==> config.mk <==
export PLATFORM = sky130hd
export DESIGN_NAME = edd_quantizer
export DESIGN_NICKNAME = d
export VERILOG_FILES = /design/src/design/edd_pkg.sv /design/src/design/edd_quantizer.sv
export SDC_FILE = /design/constraint.sdc
export NUM_CORES = 1
export LEC_CHECK = 0
export BUFFER_PORTS_ARGS = -buffer_cell sky130_fd_sc_hd__buf_2
export CAP_MARGIN = 20
export CORE_ASPECT_RATIO = 1.5
export CORE_UTILIZATION = 45
export DETAILED_ROUTE_END_ITERATION = 16
export GPL_TIMING_DRIVEN = 0
export PLACE_DENSITY = 0.82
export SLEW_MARGIN = 25
export SYNTH_ARGS = -nofsm -noshare
export SYNTH_HDL_FRONTEND = slang
export SYNTH_SLANG_ARGS = --single-unit
==> constraint.sdc <==
create_clock -name vclk -period 7.8
set_input_delay 0 -clock vclk [all_inputs]
set_output_delay 0 -clock vclk [all_outputs]
set_load 0.01 [all_outputs]
==> src/design/edd_pkg.sv <==
`default_nettype none

package edd_pkg;

  // Output depth and widest supported line.
  localparam int OutBits  = 8;
  localparam int MaxWidth = 4096;

  // Fixed field widths.
  localparam int SampleW  = 16;
  localparam int CfgW     = 13;
  localparam int PixOutW  = 8;
  localparam int ErrW     = 16;

  // Column counter and error-row address (one guard entry past MaxWidth).
  localparam int ColW     = $clog2(MaxWidth + 1);
  localparam int RowDepth = MaxWidth + 1;

  // Rounding and scaling.
  localparam int LShift   = SampleW - OutBits;
  localparam int RShift   = SampleW - OutBits + 2;
  localparam int Half     = 1 << (SampleW - OutBits + 1);
  localparam int PixMax   = (1 << OutBits) - 1;

  // Accumulator: 4*sample + 2*running + above + above_right + half.
  localparam int AccW     = SampleW + 5;
  localparam int ShW      = AccW - RShift;
  // Raw error before saturation: sample minus scaled pixel.
  localparam int RawErrW  = SampleW + 2;

  localparam logic [CfgW-1:0] LineWidthRst = CfgW'(1920);

  typedef logic signed [ErrW-1:0] err_t;

  typedef struct packed {
    logic [ColW-1:0] col;
    logic            line_start;
    logic            first_line;
    logic            last;
  } col_info_t;

endpackage

`default_nettype wire

==> src/design/edd_quantizer.sv <==
`default_nettype none

module edd_quantizer (
  input  logic [edd_pkg::SampleW-1:0] sample_i,
  input  edd_pkg::err_t               run_err_i,
  input  edd_pkg::err_t               above_i,
  input  edd_pkg::err_t               above_right_i,
  output logic [edd_pkg::OutBits-1:0] pixel_o,
  output edd_pkg::err_t               err_o
);
  import edd_pkg::*;

  logic signed [AccW-1:0]    acc;
  logic [ShW-1:0]            acc_sh;
  logic signed [RawErrW-1:0] raw_err;

  always_comb begin
    acc = $signed({3'b000, sample_i, 2'b00})
        + $signed({{(AccW-ErrW-1){run_err_i[ErrW-1]}}, run_err_i, 1'b0})
        + $signed({{(AccW-ErrW){above_i[ErrW-1]}}, above_i})
        + $signed({{(AccW-ErrW){above_right_i[ErrW-1]}}, above_right_i})
        + $signed(AccW'(Half));
    acc_sh = acc[AccW-1:RShift];

    // Clip to zero and full scale.
    if (acc[AccW-1]) begin
      pixel_o = '0;
    end else if (acc_sh > ShW'(PixMax)) begin
      pixel_o = OutBits'(PixMax);
    end else begin
      pixel_o = acc_sh[OutBits-1:0];
    end

    raw_err = $signed({2'b00, sample_i}) - $signed({2'b00, pixel_o, {LShift{1'b0}}});

    // Saturate to 16 bits signed.
    if (!raw_err[RawErrW-1] && (|raw_err[RawErrW-2:ErrW-1])) begin
      err_o = {1'b0, {(ErrW-1){1'b1}}};
    end else if (raw_err[RawErrW-1] && !(&raw_err[RawErrW-2:ErrW-1])) begin
      err_o = {1'b1, {(ErrW-1){1'b0}}};
    end else begin
      err_o = raw_err[ErrW-1:0];
    end
  end

endmodule

`default_nettype wire

### Yosys cells after proc, flatten, opt, wreduce, memory -nomap -nowiden

Index checks and enable logic that the tools add are counted.

| word-level totals | value |
|---|---|
| output and inout bits | 24 |
| register bits after elaboration | 0 |
| word-level logic and storage cells | 16 |
| input port bits | 64 |

| cells by class | value |
|---|---|
| mux-type cells | 4 |
| add/sub/neg operators | 5 |
| magnitude comparators | 1 |
| reductions and logical operators | 6 |

Operators by type and width:

| operator | number |
|---|---|
| 2-to-1 mux 16 bit | 2 |
| adder 20 x 16 -> 21 bit | 1 |
| adder 21 x 11 -> 21 bit, second input constant | 1 |
| adder 21 x 16 -> 21 bit | 1 |
| adder 19 x 17 -> 20 bit | 1 |
| subtractor 16 x 16 -> 17 bit | 1 |
| 2-to-1 mux 8 bit | 2 |
| greater-than comparator 11 x 8 -> 1 bit, second input constant | 1 |
| logical AND 1 bit | 2 |
| zero test 1 bit | 2 |
| AND reduction 2 bit | 1 |
| OR reduction 2 bit | 1 |

### Logic depth before layout (Yosys ltp)

| depth | value |
|---|---|
| depth in word-level cells | 13 |
| mapped depth | 26 |
| gate-level depth less buffers | 23 |

### Worst setup path before layout

Ideal clock, no wire load.

| timing | value |
|---|---|
| path type | in2out |
| start | input port sample_i[9] (netlist name) |
| end | output port err_o[5] |
| cell stages on the path | 25 |
| data required time | 7800 ps |
| arrival | 5599 ps |
| path slack | 2201 ps |
| path buffers | 3 |
| cell sequence | inv_1 > fa_1 > inv_1 > fa_1 > ha_1 > ha_1 > nand3_2 > or3_4 > a31oi_4 > nor3_2 > or3b_1 > buf_2 > buf_6 > a22oi_1 > ha_1 > inv_1 > fa_1 > a21o_1 > a21oi_1 > o21bai_1 > a21oi_1 > and3_1 > o21ai_1 > clkbuf_1 > a21o_1 |

| between the ends | value |
|---|---|
| word-level cells in the longest chain between the ends | 13 |

Ends and longest elaborated chain:

| what | RTL line | text |
|---|---|---|
| start, declared | edd_quantizer.sv:4 | `input logic [edd_pkg::SampleW-1:0] sample_i,` |
| adder 19 x 17 -> 20 bit * | edd_quantizer.sv:19 | `+ $signed({{(AccW-ErrW-1){run_err_i[ErrW-1]}}, run_err_i, 1'b0})` |
| adder 20 x 16 -> 21 bit * | edd_quantizer.sv:20 | `+ $signed({{(AccW-ErrW){above_i[ErrW-1]}}, above_i})` |
| adder 21 x 16 -> 21 bit * | edd_quantizer.sv:21 | `+ $signed({{(AccW-ErrW){above_right_i[ErrW-1]}}, above_right_i})` |
| adder 21 x 11 -> 21 bit * | edd_quantizer.sv:22 | `+ $signed(AccW'(Half));` |
| greater-than comparator 11 x 8 -> 1 bit | edd_quantizer.sv:28 | `end else if (acc_sh > ShW'(PixMax)) begin` |
| 2-to-1 mux 8 bit | edd_quantizer.sv:28 |  |
| 2-to-1 mux 8 bit * | edd_quantizer.sv:26 | `if (acc[AccW-1]) begin` |
| net pixel_o (one bit) | edd_quantizer.sv:8 | `output logic [edd_pkg::OutBits-1:0] pixel_o,` |
| subtractor 16 x 16 -> 17 bit * | edd_quantizer.sv:34 | `raw_err = $signed({2'b00, sample_i}) - $signed({2'b00, pixel_o, {LShift{1'b0}}});` |
| AND reduction 2 bit | edd_quantizer.sv:39 | `end else if (raw_err[RawErrW-1] && !(&raw_err[RawErrW-2:ErrW-1])) begin` |
| zero test 1 bit | edd_quantizer.sv:39 |  |
| logical AND 1 bit | edd_quantizer.sv:39 |  |
| 2-to-1 mux 16 bit | edd_quantizer.sv:39 |  |
| 2-to-1 mux 16 bit * | edd_quantizer.sv:37 | `if (!raw_err[RawErrW-1] && (\|raw_err[RawErrW-2:ErrW-1])) begin` |
| end, declared | edd_quantizer.sv:9 | `output edd_pkg::err_t err_o` |

The timed path passes the listed nets; every way through them passes the cells marked *.

### Worst setup path in the final report

| timing | value |
|---|---|
| start | input port sample_i[9] (netlist name) |
| end | output port err_o[9] |

| between the ends | value |
|---|---|
| word-level cells in the longest chain between the ends | 13 |

Ends and longest elaborated chain:

| what | RTL line |
|---|---|
| adder 19 x 17 -> 20 bit | edd_quantizer.sv:19 |
| adder 20 x 16 -> 21 bit | edd_quantizer.sv:20 |
| adder 21 x 16 -> 21 bit | edd_quantizer.sv:21 |
| adder 21 x 11 -> 21 bit | edd_quantizer.sv:22 |
| greater-than comparator 11 x 8 -> 1 bit | edd_quantizer.sv:28 |
| 2-to-1 mux 8 bit | edd_quantizer.sv:28 |
| 2-to-1 mux 8 bit | edd_quantizer.sv:26 |
| subtractor 16 x 16 -> 17 bit * | edd_quantizer.sv:34 |
| AND reduction 2 bit | edd_quantizer.sv:39 |
| zero test 1 bit | edd_quantizer.sv:39 |
| logical AND 1 bit | edd_quantizer.sv:39 |
| 2-to-1 mux 16 bit | edd_quantizer.sv:39 |
| 2-to-1 mux 16 bit * | edd_quantizer.sv:37 |

Mark *: on every way between the ends. The rest lies on a longest branch, timed or not.

==> summary by stage <==
Run status
The run finished with clean final reports.

Floorplan
The die footprint is 0.00588 sq mm. The area of the core is 0.00525 sq mm. The placement row count is 32. Measured along the x axis, the die boundary spans about 63 microns. Measured along the y axis, the die boundary spans 93.4 microns.

The initial utilization of the core area, before any placement, comes to 0.478. The count of boundary I/O pins is 88.

Critical path
The critical path is of the input pin to output port type. The worst-path maximum fanout is 10. Data on the critical path is required at its endpoint by about 7.8 ns.

The worst path arrival time is 6.25 ns. The startpoint class of the critical path is an input pin. The category of the worst setup path capture point is an output port.

Power
The maximum vdd ir drop is 0.326 mV. After layout, the design draws a total of between 0.001 and 0.0015 W. In this run the power density over the cells is 342 mW/mm^2. The standby leakage power is 1.81 nW.

Min path
The worst hold path belongs to the class input pin to output port. The cell count of the worst hold path is 3. The endpoint of the worst hold path is err_o[6].

The startpoint identified for the worst hold timing path is sample_i[6].

STA
Setup repair after global routing left no endpoint under its margin. Setup violations remaining at the end of the flow were counted as 0. Headroom to the max-slew limit came out at 0.666. The share of the clock period used by the worst path after layout is 0.801. The routed design could run at a clock period as short as 6.25 ns. For the final routed database, the setup TNS stands at 0 ns.

Based on the critical path, the design can be clocked at up to 160 MHz. The number of pins with negative max-slew slack in the final report is 0. The number of endpoints with negative hold slack in the final report was 0. At the pin with the least slew margin, the transition time is 0.501 ns. The worst path meets setup with around 1.5 ns of slack.

Job
The number of max-cap violations is 0.

Synth
Synthesis produced a netlist with a net count of 431. Counting instances in the post-synthesis netlist gives the leading cell types as sky130_fd_sc_hd__inv_1 (87), sky130_fd_sc_hd__ha_1 (42), sky130_fd_sc_hd__fa_1 (36). The area of the mapped netlist is 0.00251 sq mm.

The Yosys step of the flow raised 0 warnings. The cell type with the largest total area after synthesis is sky130_fd_sc_hd__fa_1. The register area share after synthesis is 0. The mean area per synthesized cell is roughly 8.7 sq um. Of the post-synthesis cell area, the dominant cell type holds 0.287. By area the synthesized netlist is led by sky130_fd_sc_hd__fa_1 (29%), sky130_fd_sc_hd__ha_1 (21%), sky130_fd_sc_hd__inv_1 (13%). In this run, distinct cell masters in the synthesized netlist total 49. Synthesis produced a netlist whose cell count is 289.

The most frequent cell after synthesis is sky130_fd_sc_hd__inv_1.

Global route
The number of global-route vias before repair is 2280. The number of antenna violations at the first check in global routing is 0. The maximum number of pins on one net before global-route repair is 11. The global-route wire length before repair is 8940 microns. The overall overflow remaining after global route is 0. The aggregate global-route resource usage is 0.184.

Place
The placed wire-length estimate after detailed placement is 4730 microns. The congestion estimate from routability-driven global placement came to 0.840. At the placement stage, the worst setup path has a slack of 1.57 ns. In this run the tool buffered the top-level ports with 88 buffer cells.

Routing
After detailed routing, the average wire length per cell comes to 11.6 microns. The detailed-route DRC error count is 0. In this run, the number of DRC markers left after iteration 0 of detailed routing was 25. Summing over every cut layer, the via total after detailed routing is 2222.

Dividing the detail-routed via count by the number of cells gives ~5.0. The pre-antenna-repair detailed-routing pass consisted of 4 iterations. The final routed wirelength across all metal layers is 5160 microns.

The count of nets left with antenna violations after detail routing is 0.

Layout
The growth of design area from synthesis to finish is 21.0%. The sequential cell area in the final layout is 0 sq um. The antenna diode instance count is 0. The sequential cell count is 0. At the end of the flow, the number of nets in the layout was roughly 520. In the final layout, the share of cells above drive strength 1 is 0.279. The layout filler cell count is between 400 and 500. In the finished layout, the clock tree contains a buffer count of 0.

Clocking
The cts-stage hold buffer count is 0. The post-cts resize count is 0. The setup fix buffers added after clock tree synthesis is 0.
-- placed cells by master (no fill, tap or decap), types with 3 or more instances in the layout --
cell type and instances:
sky130_fd_sc_hd__a22o_1 7, sky130_fd_sc_hd__or3_1 3, sky130_fd_sc_hd__o21a_1 3, sky130_fd_sc_hd__clkbuf_1 3, sky130_fd_sc_hd__nand2_1 7, sky130_fd_sc_hd__ha_1 42, sky130_fd_sc_hd__xnor2_1 6, sky130_fd_sc_hd__buf_2 89
sky130_fd_sc_hd__a22oi_1 7, sky130_fd_sc_hd__a21oi_1 5, sky130_fd_sc_hd__inv_1 87, sky130_fd_sc_hd__o21bai_1 5, sky130_fd_sc_hd__xor2_1 5, sky130_fd_sc_hd__a21o_1 18, sky130_fd_sc_hd__nor2_1 13, sky130_fd_sc_hd__fa_1 36
-- worst max-delay path, cell delays in order --
cell and delay, ns:
sky130_fd_sc_hd__buf_2 0.12, sky130_fd_sc_hd__inv_1 0.06, sky130_fd_sc_hd__fa_1 0.53, sky130_fd_sc_hd__inv_1 0.05, sky130_fd_sc_hd__fa_1 0.45, sky130_fd_sc_hd__ha_1 0.30
sky130_fd_sc_hd__ha_1 0.41, sky130_fd_sc_hd__nand3_2 0.14, sky130_fd_sc_hd__or3_4 0.44, sky130_fd_sc_hd__a31oi_4 0.24, sky130_fd_sc_hd__nor3_2 0.09, sky130_fd_sc_hd__or3b_1 0.34
sky130_fd_sc_hd__buf_2 0.16, sky130_fd_sc_hd__buf_6 0.14, sky130_fd_sc_hd__a22oi_1 0.30, sky130_fd_sc_hd__ha_1 0.21, sky130_fd_sc_hd__inv_1 0.05, sky130_fd_sc_hd__fa_1 0.40
sky130_fd_sc_hd__a21o_1 0.20, sky130_fd_sc_hd__a21oi_1 0.21, sky130_fd_sc_hd__o21bai_1 0.10, sky130_fd_sc_hd__a21oi_1 0.30, sky130_fd_sc_hd__and3_1 0.20, sky130_fd_sc_hd__o21ai_1 0.16
sky130_fd_sc_hd__clkbuf_1 0.28, sky130_fd_sc_hd__a21o_1 0.23, sky130_fd_sc_hd__buf_2 0.13
-- area by class of cell --
class / instances / area, sq um / area share
multi-input cells: 196 / 2140 / 0.706
repair buffers: 88 / 440 / 0.145
inverters: 87 / 327 / 0.108
well taps: 68 / 85.1 / 0.0281
plain buffers: 6 / 38.8 / 0.0128
-- through the flow --
| step | hold WS, ns | util | instances | instance area (sq um) |
|---|---|---|---|---|
| floorplan | 0.129 | - | 289 | 2510 |
| global placement | 0.290 | 0.578 | 445 | 3030 |
| detailed placement | 0.294 | 0.578 | 445 | 3030 |
| CTS | 0.296 | 0.578 | 445 | 3030 |
| global route | 0.311 | 0.578 | 445 | 3030 |
| finish | 0.294 | 0.578 | 445 | 3030 |
-- worst max path at each step --
stage | startpoint | to | slack (ns) | cells past startpoint
floorplan | sample_i[9] | err_o[5] | 2.20 | 25
global placement | sample_i[9] | err_o[9] | 1.63 | 27
detailed placement | sample_i[9] | err_o[9] | 1.57 | 27
CTS | sample_i[9] | err_o[9] | 1.55 | 27
global route | sample_i[9] | err_o[13] | 1.15 | 27
finish | sample_i[9] | err_o[9] | 1.55 | 27
-- per-layer routing --
layer  track usage  share of wire  wire length [microns]
met2         0.375           0.56                   2870
met5             0              0                      0
met3       0.00854          0.030                    154
met4        0.0368          0.021                    109
met1         0.203           0.39                   2020
-- logic make-up (layout without fill, tap and decap cells) --
kind of cell / after synthesis / in the layout / share of synthesized area
buffers and inverters: 93 / 181 / 0.146
and+or+nand+nor: 41 / 41 / 0.0888
xor gates and xnor gates: 11 / 11 / 0.0384
adders and majority gates: 78 / 78 / 0.497
AOI/OAI and AO/OA: 66 / 66 / 0.230
-- power breakdown --
part	internal, W	switching, W
Sequential	0	0
Combinational	0.000476	0.000563
Clock	0	0
Power figures use the tool's default switching activity.
