$ cat config.mk
export PLATFORM = sky130hd
export DESIGN_NAME = edd_col_tracker
export DESIGN_NICKNAME = d
export VERILOG_FILES = /design/src/design/edd_pkg.sv /design/src/design/edd_col_tracker.sv
export SDC_FILE = /design/constraint.sdc
export NUM_CORES = 1
export LEC_CHECK = 0
export ABC_AREA = 1
export BUFFER_PORTS_ARGS = -buffer_cell sky130_fd_sc_hd__buf_2
export CAP_MARGIN = 10
export CELL_PAD_IN_SITES_DETAIL_PLACEMENT = 1
export CELL_PAD_IN_SITES_GLOBAL_PLACEMENT = 1
export CORE_UTILIZATION = 38
export CTS_CLUSTER_SIZE = 24
export DETAILED_ROUTE_END_ITERATION = 6
export PLACE_DENSITY = 0.77
export SETUP_SLACK_MARGIN = 0.02
export SLEW_MARGIN = 20
export SYNTH_ARGS = -nofsm -noshare
export SYNTH_HDL_FRONTEND = slang
export SYNTH_SLANG_ARGS = --single-unit
$ cat constraint.sdc
create_clock -name clk_i -period 5.7 [get_ports clk_i]
set_clock_uncertainty 0.1 [all_clocks]
set_input_delay 1.14 -clock clk_i [delete_from_list [all_inputs] [get_ports clk_i]]
set_output_delay 1.14 -clock clk_i [all_outputs]
set_load 0.01 [all_outputs]
$ cat src/design/edd_pkg.sv
`default_nettype none

package edd_pkg;

  // Output depth and widest supported line.
  localparam int OutBits  = 8;
  localparam int MaxWidth = 4096;

  // Fixed field widths.
  localparam int SampleW  = 16;
  localparam int CfgW     = 13;
  localparam int PixOutW  = 8;
  localparam int ErrW     = 16;

  // Column counter and error-row address (one guard entry past MaxWidth).
  localparam int ColW     = $clog2(MaxWidth + 1);
  localparam int RowDepth = MaxWidth + 1;

  // Rounding and scaling.
  localparam int LShift   = SampleW - OutBits;
  localparam int RShift   = SampleW - OutBits + 2;
  localparam int Half     = 1 << (SampleW - OutBits + 1);
  localparam int PixMax   = (1 << OutBits) - 1;

  // Accumulator: 4*sample + 2*running + above + above_right + half.
  localparam int AccW     = SampleW + 5;
  localparam int ShW      = AccW - RShift;
  // Raw error before saturation: sample minus scaled pixel.
  localparam int RawErrW  = SampleW + 2;

  localparam logic [CfgW-1:0] LineWidthRst = CfgW'(1920);

  typedef logic signed [ErrW-1:0] err_t;

  typedef struct packed {
    logic [ColW-1:0] col;
    logic            line_start;
    logic            first_line;
    logic            last;
  } col_info_t;

endpackage

`default_nettype wire

$ cat src/design/edd_col_tracker.sv
`default_nettype none

module edd_col_tracker (
  input  logic                     clk_i,
  input  logic                     rst_ni,
  input  logic                     cfg_we_i,
  input  logic [edd_pkg::CfgW-1:0] cfg_wdata_i,
  input  logic                     accept_i,
  input  logic                     plane_start_i,
  output edd_pkg::col_info_t       info_o
);
  import edd_pkg::*;

  logic [CfgW-1:0] line_width_q;
  logic [ColW-1:0] col_q, col_d;
  logic            first_q, first_d;

  logic [ColW-1:0] width;
  logic [ColW-1:0] col_start;
  logic [ColW-1:0] col_cur;
  logic [ColW-1:0] col_nxt;
  logic            first_start;
  logic            wrap;
  logic            last;
  logic            first_cur;

  // Clamp the programmed width to 1..MaxWidth.
  always_comb begin
    if (32'(line_width_q) > MaxWidth) begin
      width = ColW'(MaxWidth);
    end else if (line_width_q == '0) begin
      width = ColW'(1);
    end else begin
      width = ColW'(line_width_q);
    end
  end

  always_comb begin
    col_start   = plane_start_i ? '0 : col_q;
    first_start = plane_start_i | first_q;
    // Column beyond a lowered width: open a fresh, non-first line.
    wrap        = (col_start >= width);
    col_cur     = wrap ? '0 : col_start;
    first_cur   = first_start & ~wrap;
    col_nxt     = col_cur + ColW'(1);
    last        = (col_nxt >= width);
    col_d       = last ? '0 : col_nxt;
    first_d     = first_cur & ~last;
  end

  assign info_o.col        = col_cur;
  assign info_o.line_start = (col_cur == '0);
  assign info_o.first_line = first_cur;
  assign info_o.last       = last;

  always_ff @(posedge clk_i or negedge rst_ni) begin
    if (!rst_ni) begin
      line_width_q <= LineWidthRst;
      col_q        <= '0;
      first_q      <= 1'b1;
    end else begin
      if (cfg_we_i) begin
        line_width_q <= cfg_wdata_i;
      end
      if (accept_i) begin
        col_q   <= col_d;
        first_q <= first_d;
      end
    end
  end

`ifndef ASSERT_OFF
  a_last_wraps: assert property (@(posedge clk_i) disable iff (!rst_ni)
    accept_i && last |=> col_q == '0)
    else $error("column did not wrap after the last column");
`endif

endmodule

`default_nettype wire

======== Yosys cells after proc, flatten, opt, wreduce, memory -nomap -nowiden ========
Index checks and enable logic that the tools add are counted.
operators by class
  add/subtract/negate cells ............... 1
  reduce and logical (&&, ||, !) cells .... 2
  order comparisons ....................... 3
  muxes and demuxes ....................... 5
  bitwise logic cells ..................... 5
operators with widths
  operator                                       number
  2-to-1 mux 13 bit                              5
  >= comparator 13 bit                           2
  logical NOT 13 bit                             2
  adder 13 x 1 -> 13 bit, second input constant  1
  > comparator 13 bit, second input constant     1
  bitwise AND 1 bit                              2
  NOT 1 bit                                      2
  OR 1 bit                                       1
word-level totals
  logic and storage cells ................. 19
  input bits .............................. 18
  register bits after elaboration ......... 27
  output and inout bits ................... 16

======== Depth between registers and ports, before layout ========
Gate-level depths: netlist of run 1.
  depth after elaboration ................. 9
  depth in mapped cells ................... 31
  depth with buffers taken out ............ 30

======== Worst setup path after synthesis of run 1 ========
OpenSTA, ideal clock, no wires.
  path kind ............................... in2out
  from .................................... input plane_start_i
  to ...................................... output info_o[0] in the netlist's numbering
  stages on the path ...................... 24
  slack ................................... -0.079 ns
  buffers on the path ..................... 3
  required time ........................... 4.460 ns
  data arrival time ....................... 4.539 ns
  path through ............................ buf_2 -> buf_2 -> nor2_1 -> ha_1 -> nand2_1 -> inv_1 -> a21oi_2 -> nand2_2 -> nor2_8 -> nand2_8 -> inv_6 -> nand2_1 -> inv_1 -> ha_1 -> nand4_2 -> nor2_4 -> nand4_1 -> and2_1 -> ha_1 -> a21oi_1 -> o21ai_0 -> a21oi_1 -> nand3_1 -> buf_4
RTL lines
  item                RTL line               source
  start: declaration  edd_col_tracker.sv:9   input logic plane_start_i,
  end: declaration    edd_col_tracker.sv:10  output edd_pkg::col_info_t info_o

==> flow_metrics.env, run 1 <==
export IMPL_synth_seq_area_share_pct=27.5
export IMPL_rows=29
export IMPL_cts_tree="built"
export IMPL_via_per_inst=5.29
export IMPL_cts_made_buffers=3
export IMPL_drc=0
export IMPL_gp_congestion=0.809
export IMPL_grt_ovfl_total=0
export IMPL_synthesis_nets=379
export IMPL_slew_viol_final=0
export IMPL_nFillCells=816
export IMPL_drt_iter0_markers=92
export IMPL_hold_buffers=0
export IMPL_insertion_delay_ps=280
export IMPL_end_kind="output pin"
export IMPL_max_slew_margin_pct=55.9
export IMPL_critPathRequiredTime_ps=4460
export IMPL_combPwrFrac_pct=37.4
export IMPL_yosys_warnings=0
export IMPL_p_leak_nw=1.67
export IMPL_synth_seq_cells=27
export IMPL_grt_pass1_vias=2501
export IMPL_min_period_over_period_pct=97.6
export IMPL_max_freq_mhz=180
export IMPL_p_seq_share_pct=40.7
export IMPL_htreeDepth=1
export IMPL_first_pass_iters=4
export IMPL_routed_wl_um=8230
export IMPL_grt_max_degree=28
export IMPL_hold_violations=0
export IMPL_layout_commonest_cell="nand2_1"
export IMPL_final_area_um2=3320
export IMPL_status="finished clean"
export IMPL_area_growth_pct=34.0
export IMPL_antenna_found_initial=0
export IMPL_powerDensity_nw_per_um2=162
export IMPL_grt_pass1_wl_um=12200
export IMPL_dr_total_vias=2501
export IMPL_place_hpwl_um=5770
export IMPL_setup_tns_ps=0
export IMPL_worstPathMaxFanout=15
export IMPL_cts_buffer_depth=2
export IMPL_synth_cells=333
export IMPL_die_area_um2=6850
export IMPL_core_um2=6310
export IMPL_crit_path_start_kind="input pin"
export IMPL_start_util_pct=39.3
export IMPL_final_cell_mix="nand2_1, inv_1, buf_2"
export IMPL_postLayoutCoreUtil_pct=52.6
export IMPL_dieWidth_um=82.8
export IMPL_drive_gt1_share_pct=39.4
export IMPL_diodes=0
export IMPL_grt_total_usage_pct=23.9
export IMPL_p_int_mw=0.342
export IMPL_io_pins=34
export IMPL_syn_area_um2=2480
export IMPL_cts_root_buf="clkbuf_8"
export IMPL_switchingPower_mw=0.196
export IMPL_peakVddDrop_uv=103
export IMPL_worst_pin_slew_ps=661
export IMPL_setup_viol=0
export IMPL_syn_area_per_cell_um2=7.44
export IMPL_wl_per_cell_um=17.4
export IMPL_maxCapViolCount=0
export IMPL_p_clk_share_pct=21.9
export IMPL_clk_pin_slew_ps=110
export IMPL_cp_arrival_ps=4320
export IMPL_synth_distinct_cells=40
export IMPL_postRouteAntennaNets=0
export IMPL_placed_area_um2=2860
export IMPL_fin_crit_ps=5560
export IMPL_hold_class="reg2reg"
export IMPL_cts_sinks=27
export IMPL_die_h_um=82.8
export IMPL_worstSetupPathType="in2out"
export IMPL_portBuffers=33
export IMPL_final_nets=443
export IMPL_swShare_pct=36.5
## Yosys cell counts (all sizes together)
cell / number / area, um^2
a211oi: 1 / 7.51
a21boi: 1 / 18.8
a21oi: 10 / 57.6
and2: 8 / 52.6
buf: 5 / 30.0
clkbuf: 3 / 11.3
clkinv: 1 / 3.75
dfrtp: 22 / 551
dfstp: 5 / 131
ha: 28 / 350
inv: 51 / 196
mux2: 4 / 45.0
nand2: 86 / 364
nand3: 23 / 128
nand3b: 1 / 7.51
nand4: 18 / 134
nor2: 34 / 185
nor3: 6 / 56.3
nor4: 1 / 6.26
o21ai: 22 / 110
o31ai: 1 / 7.51
xnor2: 2 / 25.0
## worst max-delay path, cell delays in order
cell and delay [ps]:
buf_6 150, nor2_1 230, ha_1 320, nand2_2 110
nor2_1 70, nand3_1 80, nand2_2 90, nor2_8 170
nand2_8 70, inv_6 50, nand2_1 70, inv_2 90
ha_4 150, nand4_4 120, nor2_4 220, nand2_2 80
nand2_2 70, and2_4 160, ha_4 210, a21oi_4 160
o31ai_2 80, a21oi_1 180, nand3_2 120, buf_6 130
## area by class of cell
cell class / instances / area [um^2] / area share, %
multi-input combinational: 247 / 1860 / 56.1
sequential: 27 / 682 / 20.5
timing repair buffer: 65 / 425 / 12.8
inverter: 52 / 203 / 6.10
tap: 77 / 96.3 / 2.90
clock buffer: 3 / 41.3 / 1.24
clock inverter: 1 / 5.00 / 0.151
timing repair inverter: 1 / 3.75 / 0.113
## state kept, by name (all words and copies together), names as in the netlist
name,count
first_q,1
line_width_q,13
col_q,13
## timing repair
action	4_1_cts	5_1_grt
endpoints found under the hold margin	0	0
gates resized for setup	10	54
pin swaps	2	26
gates cloned	2	0
buffers inserted	1	10
endpoints found under the setup margin	1	1
## logic make-up (layout without fill, tap and decap cells)
group	Yosys count	in the layout	share of synthesized area [%]
buffers and inverters	60	122	9.74
AND/OR/NAND/NOR	177	178	37.7
flip-flops	27	27	27.5
adder cells (fa/ha/maj)	28	28	14.1
multiplexers	4	4	1.82
XOR/XNOR	2	2	1.01
AO/OA/AOI/OAI	35	35	8.13
## routing by layer
| metal | global-route usage [%] | wire length, um | part of all wire (%) | vias to the layer above |
|---|---|---|---|---|
| li1 | - | - | - | 1209 |
| met1 | 29.5 | 3470 | 42 | 1216 |
| met2 | 43.0 | 4260 | 52 | 59 |
| met3 | 3.08 | 347 | 4.2 | 17 |
| met4 | 7.24 | 164 | 2.0 | 0 |
| met5 | 0 | 0 | 0 | - |
## power groups by stage
stage	Combinational (mW)	Clock (mW)	Sequential, mW
final	0.201	0.118	0.219
after global routing	0.222	0.128	0.221
after CTS	0.170	0.120	0.217
after detailed placement	0.166	0	0.220
after global placement	0.159	0	0.219
after floorplan	0.107	0	0.217
## per-stage QoR
stage | worst slack [ps] | instances | total power [mW] | hold WS, ps
after global placement | -108 | 456 | 0.378 | 357
after detailed placement | -255 | 456 | 0.385 | 368
after CTS | 34.8 | 463 | 0.507 | 384
final | 137 | 473 | 0.538 | 380
after floorplan | 31.0 | 333 | 0.324 | 348
after global routing | -49.8 | 473 | 0.570 | 390
## worst paths after layout
kind,start,slack (ps),endpoint,cells past startpoint
min in group asynchronous,rst_ni,780,col_q[7]$_DFFE_PN0P_,1
worst max-delay path,plane_start_i,140,info_o[0],24
max in group asynchronous,rst_ni,4300,line_width_q[6]$_DFFE_PN0P_,1
worst max register to register,line_width_q[9]$_DFFE_PN1P_,910,col_q[6]$_DFFE_PN0P_,30
worst min register to register,first_q$_DFFE_PN1P_,380,first_q$_DFFE_PN1P_,2
worst min-delay path,first_q$_DFFE_PN1P_,380,first_q$_DFFE_PN1P_,2
Power figures use the tool's default switching activity.
==> run 2: changes to the inputs <==
--- a/config.mk
+++ b/config.mk
@@ -10,10 +10,10 @@
 export CAP_MARGIN = 10
 export CELL_PAD_IN_SITES_DETAIL_PLACEMENT = 1
 export CELL_PAD_IN_SITES_GLOBAL_PLACEMENT = 1
-export CORE_UTILIZATION = 38
+export CORE_UTILIZATION = 46
 export CTS_CLUSTER_SIZE = 24
 export DETAILED_ROUTE_END_ITERATION = 6
-export PLACE_DENSITY = 0.77
+export PLACE_DENSITY = 0.87
 export SETUP_SLACK_MARGIN = 0.02
 export SLEW_MARGIN = 20
 export SYNTH_ARGS = -nofsm -noshare
==> constraint.sdc (replaced) <==
create_clock -name clk_i -period 7.04 [get_ports clk_i]
set_clock_uncertainty 0.1 [all_clocks]
set_input_delay 1.408 -clock clk_i [delete_from_list [all_inputs] [get_ports clk_i]]
set_output_delay 1.408 -clock clk_i [all_outputs]
set_load 0.01 [all_outputs]
==> flow_metrics.env, run 2 (same netlist as run 1, synthesis figures left out) <==
export IMPL_dieWidth_um=75.4
export IMPL_status="finished clean"
export IMPL_top_regs="col_q x13, line_width_q x13, first_q x1"
export IMPL_peakVddDrop_uv=81.2
export IMPL_area_growth_pct=10.4
export IMPL_via_per_inst=5.33
export IMPL_cts_buffer_depth=2
export IMPL_first_pass_iters=4
export IMPL_cts_made_buffers=3
export IMPL_cts_sinks=27
export IMPL_powerDensity_nw_per_um2=141
export IMPL_grt_pass1_vias=2329
export IMPL_worst_pin_slew_ps=624
export IMPL_core_um2=5140
export IMPL_insertion_delay_ps=280
export IMPL_crit_path_start_kind="input pin"
export IMPL_end_kind="output pin"
export IMPL_rows=26
export IMPL_gp_congestion=0.862
export IMPL_holdWs_ps=382
export IMPL_grt_ovfl_total=0
export IMPL_max_stage_delay_ps=380
export IMPL_portBuffers=33
export IMPL_final_cell_mix="nand2_1, inv_1, buf_2"
export IMPL_place_hpwl_um=5480
export IMPL_drive_gt1_share_pct=20.2
export IMPL_final_nets=409
export IMPL_diodes=0
export IMPL_crit_family="simple AND/OR/NAND/NOR gates"
export IMPL_worstSetupPathType="in2out"
export IMPL_drc=0
export IMPL_grt_pass1_wl_um=11000
export IMPL_setup_viol=0
export IMPL_setup_tns_ps=0
export IMPL_hold_class="reg2reg"
export IMPL_cts_tree="built"
export IMPL_grt_max_degree=28
export IMPL_cts_root_buf="clkbuf_8"
export IMPL_worstPathMaxFanout=18
export IMPL_hold_buffers=0
export IMPL_layout_commonest_cell="nand2_1"
export IMPL_slew_viol_final=0
export IMPL_worst_path_max_delay_cell="nor2_1"
export IMPL_start_util_pct=48.2
export IMPL_crit_buf_inv=4
export IMPL_rsz0062_at_grt="no"
export IMPL_max_freq_mhz=149
export IMPL_die_h_um=75.4
export IMPL_critPathRequiredTime_ps=5530
export IMPL_wl_per_cell_um=15.1
export IMPL_drt_iter0_markers=112
export IMPL_grt_total_usage_pct=25.9
export IMPL_routed_wl_um=6520
export IMPL_maxCapViolCount=0
export IMPL_p_leak_nw=1.47
export IMPL_fin_crit_ps=6720
export IMPL_htreeDepth=1
export IMPL_clk_pin_slew_ps=100
export IMPL_antenna_found_initial=0
export IMPL_dr_total_vias=2303
export IMPL_cp_arrival_ps=5210
export IMPL_max_slew_margin_pct=58.4
export IMPL_fin_ws_ps=318
export IMPL_min_period_over_period_pct=95.5
export IMPL_postRouteAntennaNets=0
export IMPL_place_ws_ps=314
export IMPL_die_area_um2=5690
export IMPL_io_pins=34
export IMPL_hold_violations=0
export IMPL_nFillCells=680
export IMPL_cp_cell_sequence="clkbuf_4 > nor2_1 > ha_1 > nand3_1 > nor2_1 > nand3_1 > nand2_2 > nor2_8 > nand2_8 > inv_6 > nand2_1 > inv_1 > ha_1 > nand4_2 > nor2_4 > nand4_1 > and2_1 > ha_1 > a21oi_1 > o21ai_0 > a21oi_1 > nand3_1 > buf_2"
==> run 2: what timing repair did <==
item	CTS	global route
endpoints found under the setup margin	0	1
gates resized for setup	0	1
setup buffers	0	0
==> run 2: area by class of cell <==
class                           instances  area (um^2)  share of cell area (%)
Multi-Input combinational cell        246         1560                    56.8
Sequential cell                        27          682                    24.9
Inverter                               52          200                    7.31
Timing Repair Buffer                   33          168                    6.12
Tap cell                               70         87.6                    3.20
Clock buffer                            4         45.0                    1.65
==> run 2: power breakdown <==
group | internal (mW) | switching, mW
Clock | 0.0407 | 0.0519
Combinational | 0.0422 | 0.0757
Sequential | 0.169 | 0.00610
==> run 2: path summary, 6_finish.rpt <==
kind                       cells after the start                            to  slack [ps]                   startpoint
setup / recovery                              23                     info_o[0]         320                plane_start_i
hold / removal                                 2           first_q$_DFFE_PN1P_         380          first_q$_DFFE_PN1P_
setup reg to reg                              29          col_q[6]$_DFFE_PN0P_        1830  line_width_q[7]$_DFFE_PN1P_
hold reg to reg                                2           first_q$_DFFE_PN1P_         380          first_q$_DFFE_PN1P_
max in group asynchronous                      1  line_width_q[11]$_DFFE_PN0P_        5400                       rst_ni
min in group asynchronous                      1          col_q[4]$_DFFE_PN0P_        1030                       rst_ni
==> run 2: per-stage QoR <==
step | total power [mW] | cells | util (%) | cell area, um^2
6_report | 0.385 | 432 | 53.3 | 2740
5_1_grt | 0.411 | 432 | 53.3 | 2740
4_1_cts | 0.393 | 432 | 53.2 | 2740
3_5_place_dp | 0.298 | 428 | 52.3 | 2690
3_3_place_gp | 0.292 | 428 | 52.3 | 2690
2_1_floorplan | 0.262 | 333 | - | 2480
==> run 2: tightest hold or removal path: stages, from the launching register on <==
cell     delay [ps]
dfstp_2         390
nand2_1          60
nand2_1          50
==> run 2: routing by layer <==
layer	GRT usage, %	wire length (um)
met2	46.6	3170
met4	5.97	82
met1	33.2	3100
met3	2.78	164
met5	0	0
